===== config.mk =====
export PLATFORM = sky130hd
export DESIGN_NAME = gdmc_index
export DESIGN_NICKNAME = d
export VERILOG_FILES = /design/src/hw/rtl/gdmc_pkg.sv /design/src/hw/rtl/gdmc_index.sv
export SDC_FILE = /design/constraint.sdc
export NUM_CORES = 1
export LEC_CHECK = 0
export BUFFER_PORTS_ARGS = -buffer_cell sky130_fd_sc_hd__buf_2
export CELL_PAD_IN_SITES_DETAIL_PLACEMENT = 0
export CELL_PAD_IN_SITES_GLOBAL_PLACEMENT = 1
export CORE_MARGIN = 2
export CORE_UTILIZATION = 13
export CTS_CLUSTER_DIAMETER = 60
export DETAILED_ROUTE_END_ITERATION = 12
export PLACE_DENSITY_LB_ADDON = 0.1
export REMOVE_ABC_BUFFERS = 1
export SYNTH_ARGS = -nofsm -noshare
export SYNTH_HDL_FRONTEND = slang
export SYNTH_SLANG_ARGS = --single-unit

===== constraint.sdc =====
create_clock -name clock -period 0.9 [get_ports clock]
set_input_delay 0.09 -clock clock [delete_from_list [all_inputs] [get_ports clock]]
set_output_delay 0.09 -clock clock [all_outputs]
set_load 0.05 [all_outputs]

===== src/hw/rtl/gdmc_pkg.sv =====
// ----------------------------------------------------------------------------
// gdmc_pkg
// Shared types, field widths and key packing for the glyph cache.
// ----------------------------------------------------------------------------
package gdmc_pkg;

   localparam int ENTRIES_DEFAULT = 1024;

   localparam int KEY_W       = 64;
   localparam int CHAR_W      = 21;
   localparam int COLOR_W     = 24;
   localparam int BYTE_W      = 8;
   localparam int FONT_W      = 48;
   localparam int HANDLE_W    = 32;
   localparam int DIM_W       = 12;
   localparam int COUNT_OUT_W = 11;

   localparam logic [1:0] MODE_LOOKUP = 2'd0;
   localparam logic [1:0] MODE_STORE  = 2'd1;
   localparam logic [1:0] MODE_CLEAR  = 2'd2;

   typedef enum logic [2:0] {
      ST_INIT,
      ST_IDLE,
      ST_INDEX,
      ST_EVAL,
      ST_CLEAR
   } state_type;

   typedef struct packed {
      logic [KEY_W-1:0]    key;
      logic [HANDLE_W-1:0] handle;
      logic [DIM_W-1:0]    width;
      logic [DIM_W-1:0]    height;
   } entry_type;

   typedef struct packed {
      logic rd_en;
      logic wr_en;   // write entry, set valid
      logic clr_en;  // clear valid only
   } mem_ctl_type;

   // code point low, then fg bytes 7:0, 15:8, 23:16 and bg red from bit 32 up;
   // attributes folded in at bit 24, font handle folded in shifted down by 4
   function automatic logic [KEY_W-1:0] make_key(
      input logic [CHAR_W-1:0]  char_code,
      input logic [COLOR_W-1:0] fore_color,
      input logic [BYTE_W-1:0]  back_red,
      input logic [BYTE_W-1:0]  attributes,
      input logic [FONT_W-1:0]  font_id
   );
      logic [KEY_W-1:0] base;
      logic [KEY_W-1:0] attr_part;
      logic [KEY_W-1:0] font_part;
      base      = {back_red, fore_color[23:16], fore_color[15:8], fore_color[7:0],
                   11'd0, char_code};
      attr_part = {32'd0, attributes, 24'd0};
      font_part = {20'd0, font_id[FONT_W-1:4]};
      return base ^ attr_part ^ font_part;
   endfunction

endpackage


===== src/hw/rtl/gdmc_index.sv =====
// ----------------------------------------------------------------------------
// gdmc_index
// Slot index from key: low bits for a power-of-two depth, otherwise the
// remainder taken 16 key bits per step by a reciprocal multiply.
// ----------------------------------------------------------------------------
module gdmc_index #(
   parameter int ENTRIES = gdmc_pkg::ENTRIES_DEFAULT,
   parameter int IW      = $clog2(ENTRIES)
) (
   input  logic                       clock,
   input  logic                       reset,
   input  logic                       start_idx,
   input  logic [gdmc_pkg::KEY_W-1:0] key,
   output logic                       done,
   output logic [IW-1:0]              idx
);
   import gdmc_pkg::*;

   localparam bit IS_POW2 = (ENTRIES & (ENTRIES - 1)) == 0;

   generate
      if (IS_POW2) begin : g_pow2
         logic          done_ff;
         logic [IW-1:0] idx_ff;

         always_ff @(posedge clock) begin
            if (reset) begin
               done_ff <= 1'b0;
            end else begin
               done_ff <= start_idx;
            end
         end

         always_ff @(posedge clock) begin
            if (start_idx) begin
               idx_ff <= key[IW-1:0];
            end
         end

         assign done = done_ff;
         assign idx  = idx_ff;
      end else begin : g_fold
         localparam int          CHUNK_W = 16;
         localparam int          STEPS   = KEY_W / CHUNK_W;
         localparam int          SW      = $clog2(STEPS);
         localparam int          XW      = IW + CHUNK_W;
         localparam logic [31:0] RECIP   = 32'((64'd1 << 32) / ENTRIES);

         logic                 run_ff, run_in;
         logic                 phase_ff, phase_in;
         logic                 done_ff, done_in;
         logic [SW-1:0]        step_ff, step_in;
         logic [KEY_W-1:0]     shift_ff, shift_in;
         logic [XW-1:0]        x_ff, x_in;
         logic [CHUNK_W-1:0]   quo_ff, quo_in;
         logic [IW-1:0]        rem_ff, rem_in;
         logic [XW-1:0]        x_cur;
         logic [XW+31:0]       prod_x;
         logic [XW-1:0]        prod_q;
         logic [XW-1:0]        diff;
         logic [IW:0]          rem_wide;

         // rem = (rem * 2^16 + chunk) mod ENTRIES, top chunk first.
         // Phase 0 estimates the quotient low by at most one, phase 1
         // subtracts and corrects once.
         always_comb begin
            x_cur    = {rem_ff, shift_ff[KEY_W-1 -: CHUNK_W]};
            prod_x   = (XW+32)'(x_cur) * (XW+32)'(RECIP);
            prod_q   = XW'(quo_ff) * XW'(ENTRIES);
            diff     = x_ff - prod_q;
            rem_wide = diff[IW:0];
            run_in   = run_ff;
            phase_in = phase_ff;
            done_in  = 1'b0;
            step_in  = step_ff;
            shift_in = shift_ff;
            x_in     = x_ff;
            quo_in   = quo_ff;
            rem_in   = rem_ff;
            if (start_idx) begin
               run_in   = 1'b1;
               phase_in = 1'b0;
               step_in  = '0;
               shift_in = key;
               rem_in   = '0;
            end else if (run_ff && !phase_ff) begin
               x_in     = x_cur;
               quo_in   = prod_x[32 +: CHUNK_W];
               phase_in = 1'b1;
            end else if (run_ff) begin
               shift_in = shift_ff << CHUNK_W;
               if (rem_wide >= (IW+1)'(ENTRIES)) begin
                  rem_in = IW'(rem_wide - (IW+1)'(ENTRIES));
               end else begin
                  rem_in = rem_wide[IW-1:0];
               end
               phase_in = 1'b0;
               step_in  = step_ff + SW'(1);
               if (step_ff == SW'(STEPS - 1)) begin
                  run_in  = 1'b0;
                  done_in = 1'b1;
               end
            end
         end

         always_ff @(posedge clock) begin
            if (reset) begin
               run_ff   <= 1'b0;
               phase_ff <= 1'b0;
               done_ff  <= 1'b0;
               step_ff  <= '0;
            end else begin
               run_ff   <= run_in;
               phase_ff <= phase_in;
               done_ff  <= done_in;
               step_ff  <= step_in;
            end
         end

         always_ff @(posedge clock) begin
            shift_ff <= shift_in;
            x_ff     <= x_in;
            quo_ff   <= quo_in;
            rem_ff   <= rem_in;
         end

         assign done = done_ff;
         assign idx  = rem_ff;
      end
   endgenerate

endmodule


# Word level (Yosys, flattened, before mapping)
# Cells that the tools add are included.
[word_totals]
in_bits = 67
reg_bits = 11

# Logic depth before layout (Yosys ltp)
[depth]
depth_word = 0
mapped_depth = 1

# Least setup slack after synthesis
# Ideal clock, no wire load.
[synth_path]
path_kind = "register to output"
startpoint = "reg g_pow2.idx_ff[0], in the netlist idx[0]"
endpoint = "out idx[0]"
arrival_ns = 0.601
n_path_buf = 0
required_ns = 0.810
path_stages_with_launch = 1
path_slack_ns = 0.209
cell_sequence = "edfxtp_1"
[synth_lines]
columns = ["item", "line", "source"]
rows = [
  ["start: declaration", "gdmc_index.sv:24", "logic [IW-1:0] idx_ff;"],
  ["start signal: assignment", "gdmc_index.sv:36", "idx_ff <= key[IW-1:0];"],
  ["end: declaration", "gdmc_index.sv:15", "output logic [IW-1:0] idx"],
]
# No word-level cell between the ends.

# Worst setup path after layout
[layout_path]
startpoint = "reg g_pow2.idx_ff[8], in the netlist idx[8]"
endpoint = "out idx[8]"
# No word-level cell between the ends.

==> metrics.md <==
| Metric | Value |
|---|---|
| Worst slew pin tran | `0.2467 ns` |
| Internal Power | `892.8 uW` |
| Clk network pwr share | `26.3%` |
| Synth Area in Adders | `0%` |
| Most used standard cell by instance count after synthesis | `edfxtp_1` |
| Post-Synthesis Cells | `12` |
| Post-DRT Antenna Nets | `0` |
| CP delay by family, top | `flip-flops` |
| Setup CP Type | `reg -> out` |
| Nets | `118` |
| Netlist cell types | `3` |
| Sw Pwr | `337.3 uW` |
| Post-synth EDFFs | `10` |
| Chip height | `54.69 um` |
| DR vias | `~250` |
| Pins Over Slew Limit | `0` |
| Initial antenna violation count | `0` |
| First-pass GRT wire length | `924 um` |
| WL/cell | `~8.4 um` |
| Die Wd | `54.69 um` |
| Hold Startpoint | `start_idx` |
| Setup crit end kind | `output pin` |
| WL final | `670 um` |
| Final hold slack | `0.1966 ns` |
| Num CTS Buffers | `3` |
| Post-Syn Area per Cell | `27.84 um^2` |
| Crit start category | `flip-flop` |
| TritonCTS clock tree | `built` |
| Number of port buffers | `23` |
| Main synth FF type | `edfxtp_1` |
| Top cell type's share of synthesized area | `about nine tenths` |
| Max cap viols | `0` |
| CTS sink count | `11` |
| Setup bufs post-CTS | `0` |
| Final instance area | `just under 700 um^2` |
| Synth Cell Area | `~330 um^2` |
| Site row count | `18` |
| Fraction of registers with async set/reset | `0%` |
| Slowest Stage Delay on Critical Path | `0.39 ns` |
| Synth Area in XOR/XNOR | `0%` |
| Crit path DAT | `0.82 ns` |
| Synth Register Bits | `11` |
| Fin crit share | `101.5%` |
| Leak | `~0.00029 uW` |
| Failing checks | `negative setup slack` |
| Crit path max-delay cell type | `edfxtp_1` |
| Die footprint | `2991 um^2` |
| Post-placement cell area | `486.7 um^2` |
| Comb pwr share | `23.5%` |
| Vias in the first global route | `232` |
| Post-Route Setup TNS | `-0.03090 ns` |
| YS warnings | `0` |
| Outcome | `finished, violations left` |
| Pre-antenna DRT Iters | `3` |
| Core area | `2455 um^2` |
| Sw frac | `27.42%` |
| Final setup violation count | `4` |
| DR DRC count | `0` |
| Critical Path, Cell by Cell | `buf_6` |
| Antenna diode count | `0` |
| CP Buf/Inv Count | `1` |
| Peak supply drop | `938.5 uV` |
| Post-synthesis sequential area ratio | `95.88%` |
| Synth top cells by count | `edfxtp_1 (10), dfxtp_1 (1), nor2b_4 (1)` |
| Slew HR | `83.55%` |
| Worst-path clk slew | `roughly 0.070 ns` |
| Initial drt markers | `2` |
| GRT Util Overall | `under 10%` |
| Mux share of post-synthesis cell area | `0%` |
| Synth-to-Final Area Change | `106.0%` |
| PwrDens | `between 1500 and 2000 nW/um^2` |
| Final Hold Vio Count | `0` |
| Total congestion overflow | `0` |
| Fraction of layout cells with a size suffix above 1 | `54.00%` |
| Final Util | `28.03%` |
| Crit-path max FO | `1` |
| Req. time, crit path | `0.81 ns` |
| I/O Pins | `78` |
| Root buf cell | `clkbuf_4` |
| RSZ-0062 raised after global routing | `yes` |
| Top cells by area, synth | `edfxtp_1 (90%), dfxtp_1 (6.0%), nor2b_4 (4.1%)` |
| Worst hold path endpoint | `done$_SDFF_PP0_` |
| Compound-Gate Fraction of Synth Area | `0%` |
| Htree depth | `1` |
| Flop pwr share | `50.2%` |
| Dominant cell type by area after synthesis | `edfxtp_1` |
| Via/cell ratio | `3.113` |
| Fin crit period | `between 0.9 and 1 ns` |
| Hold path depth | `2` |
| Fmax | `1095 MHz` |
| Largest family of logic cells by synthesized area | `simple AND/OR/NAND/NOR gates` |
| Hold Path Class | `in -> reg` |
| Setup ws final | `-0.01361 ns` |
| Post-Synth Simple-Gate Area | `approximately 4%` |
| Largest net degree at the start of global routing | `12` |
| Starting Density | `13.61%` |
| CTS Buffer Depth | `2` |
| Placer Congestion | `approximately 0.55` |
==> final cells by class <==
type / count / area [um^2]
multi-input combinational: 1 / 13.76
clock buffer: 4 / 26.28
sequential: 11 / 320.3
tap: 30 / 37.54
fill: 260 / 1767
timing repair buffer: 34 / 290.3
==> timing repair <==
| action | in CTS | in global routing |
|---|---|---|
| endpoints found under the hold margin | 10 | 1 |
| hold buffers | 10 | 1 |
| resized for setup | 21 | 0 |
| endpoints found under the setup margin | 11 | 10 |
==> cells in the final DEF (no fill, tap or decap) <==
cell type	synthesis	layout
buf_2	0	12
dfxtp_1	1	1
clkbuf_1	0	1
dlygate4sd3_1	0	11
nor2b_4	1	1
buf_6	0	10
buf_4	0	1
edfxtp_1	10	10
clkbuf_4	0	3
==> per-layer routing <==
| metal | up-vias | track usage, % | routed length, um |
|---|---|---|---|
| met5 | - | 0 | 0 |
| met1 | 114 | 4.377 | 245 |
| li1 | 122 | - | - |
| met4 | 0 | 1.250 | 0 |
| met2 | 13 | 7.937 | 360 |
| met3 | 0 | 4.098 | 63 |
==> power by group through the flow <==
stage | logic (uW) | registers (uW) | clock network [uW]
after CTS | 289 | 618 | 348
after floorplan | 3.93 | 760 | 0
after global placement | 212 | 618 | 0
final | 289 | 618 | 323
after global routing | 302 | 621 | 379
after detailed placement | 213 | 620 | 0
==> per-stage QoR <==
stage,total power (uW),cells,setup WS (ns)
final,1230,80,-0.01361
after CTS,1256,79,-0.04052
after global routing,1302,80,-0.06520
after detailed placement,832.3,65,0.2336
after global placement,829.9,65,0.2467
after floorplan,763.6,12,0.2094
==> kinds of logic (layout without fill, tap and decap cells) <==
logic type / after synthesis / after routing
flops: 11 / 11
simple gates: 1 / 1
buf+inv: 0 / 38
==> worst max-delay path by stage <==
stage                          start                to  slack [ns]  depth (start not counted)
floorplan           idx[0]$_DFFE_PP_            idx[0]        0.21                          0
global placement           start_idx  idx[9]$_DFFE_PP_        0.25                          1
detailed placement         start_idx  idx[9]$_DFFE_PP_        0.23                          1
CTS                 idx[8]$_DFFE_PP_            idx[8]       -0.04                          1
global route        idx[0]$_DFFE_PP_            idx[0]       -0.07                          1
finish              idx[8]$_DFFE_PP_            idx[8]       -0.01                          1
==> flip-flops by register name (all words and copies together) (netlist names) <==
name / cells
idx: 10
done: 1
No activity file was read; power rests on OpenSTA's default activity.
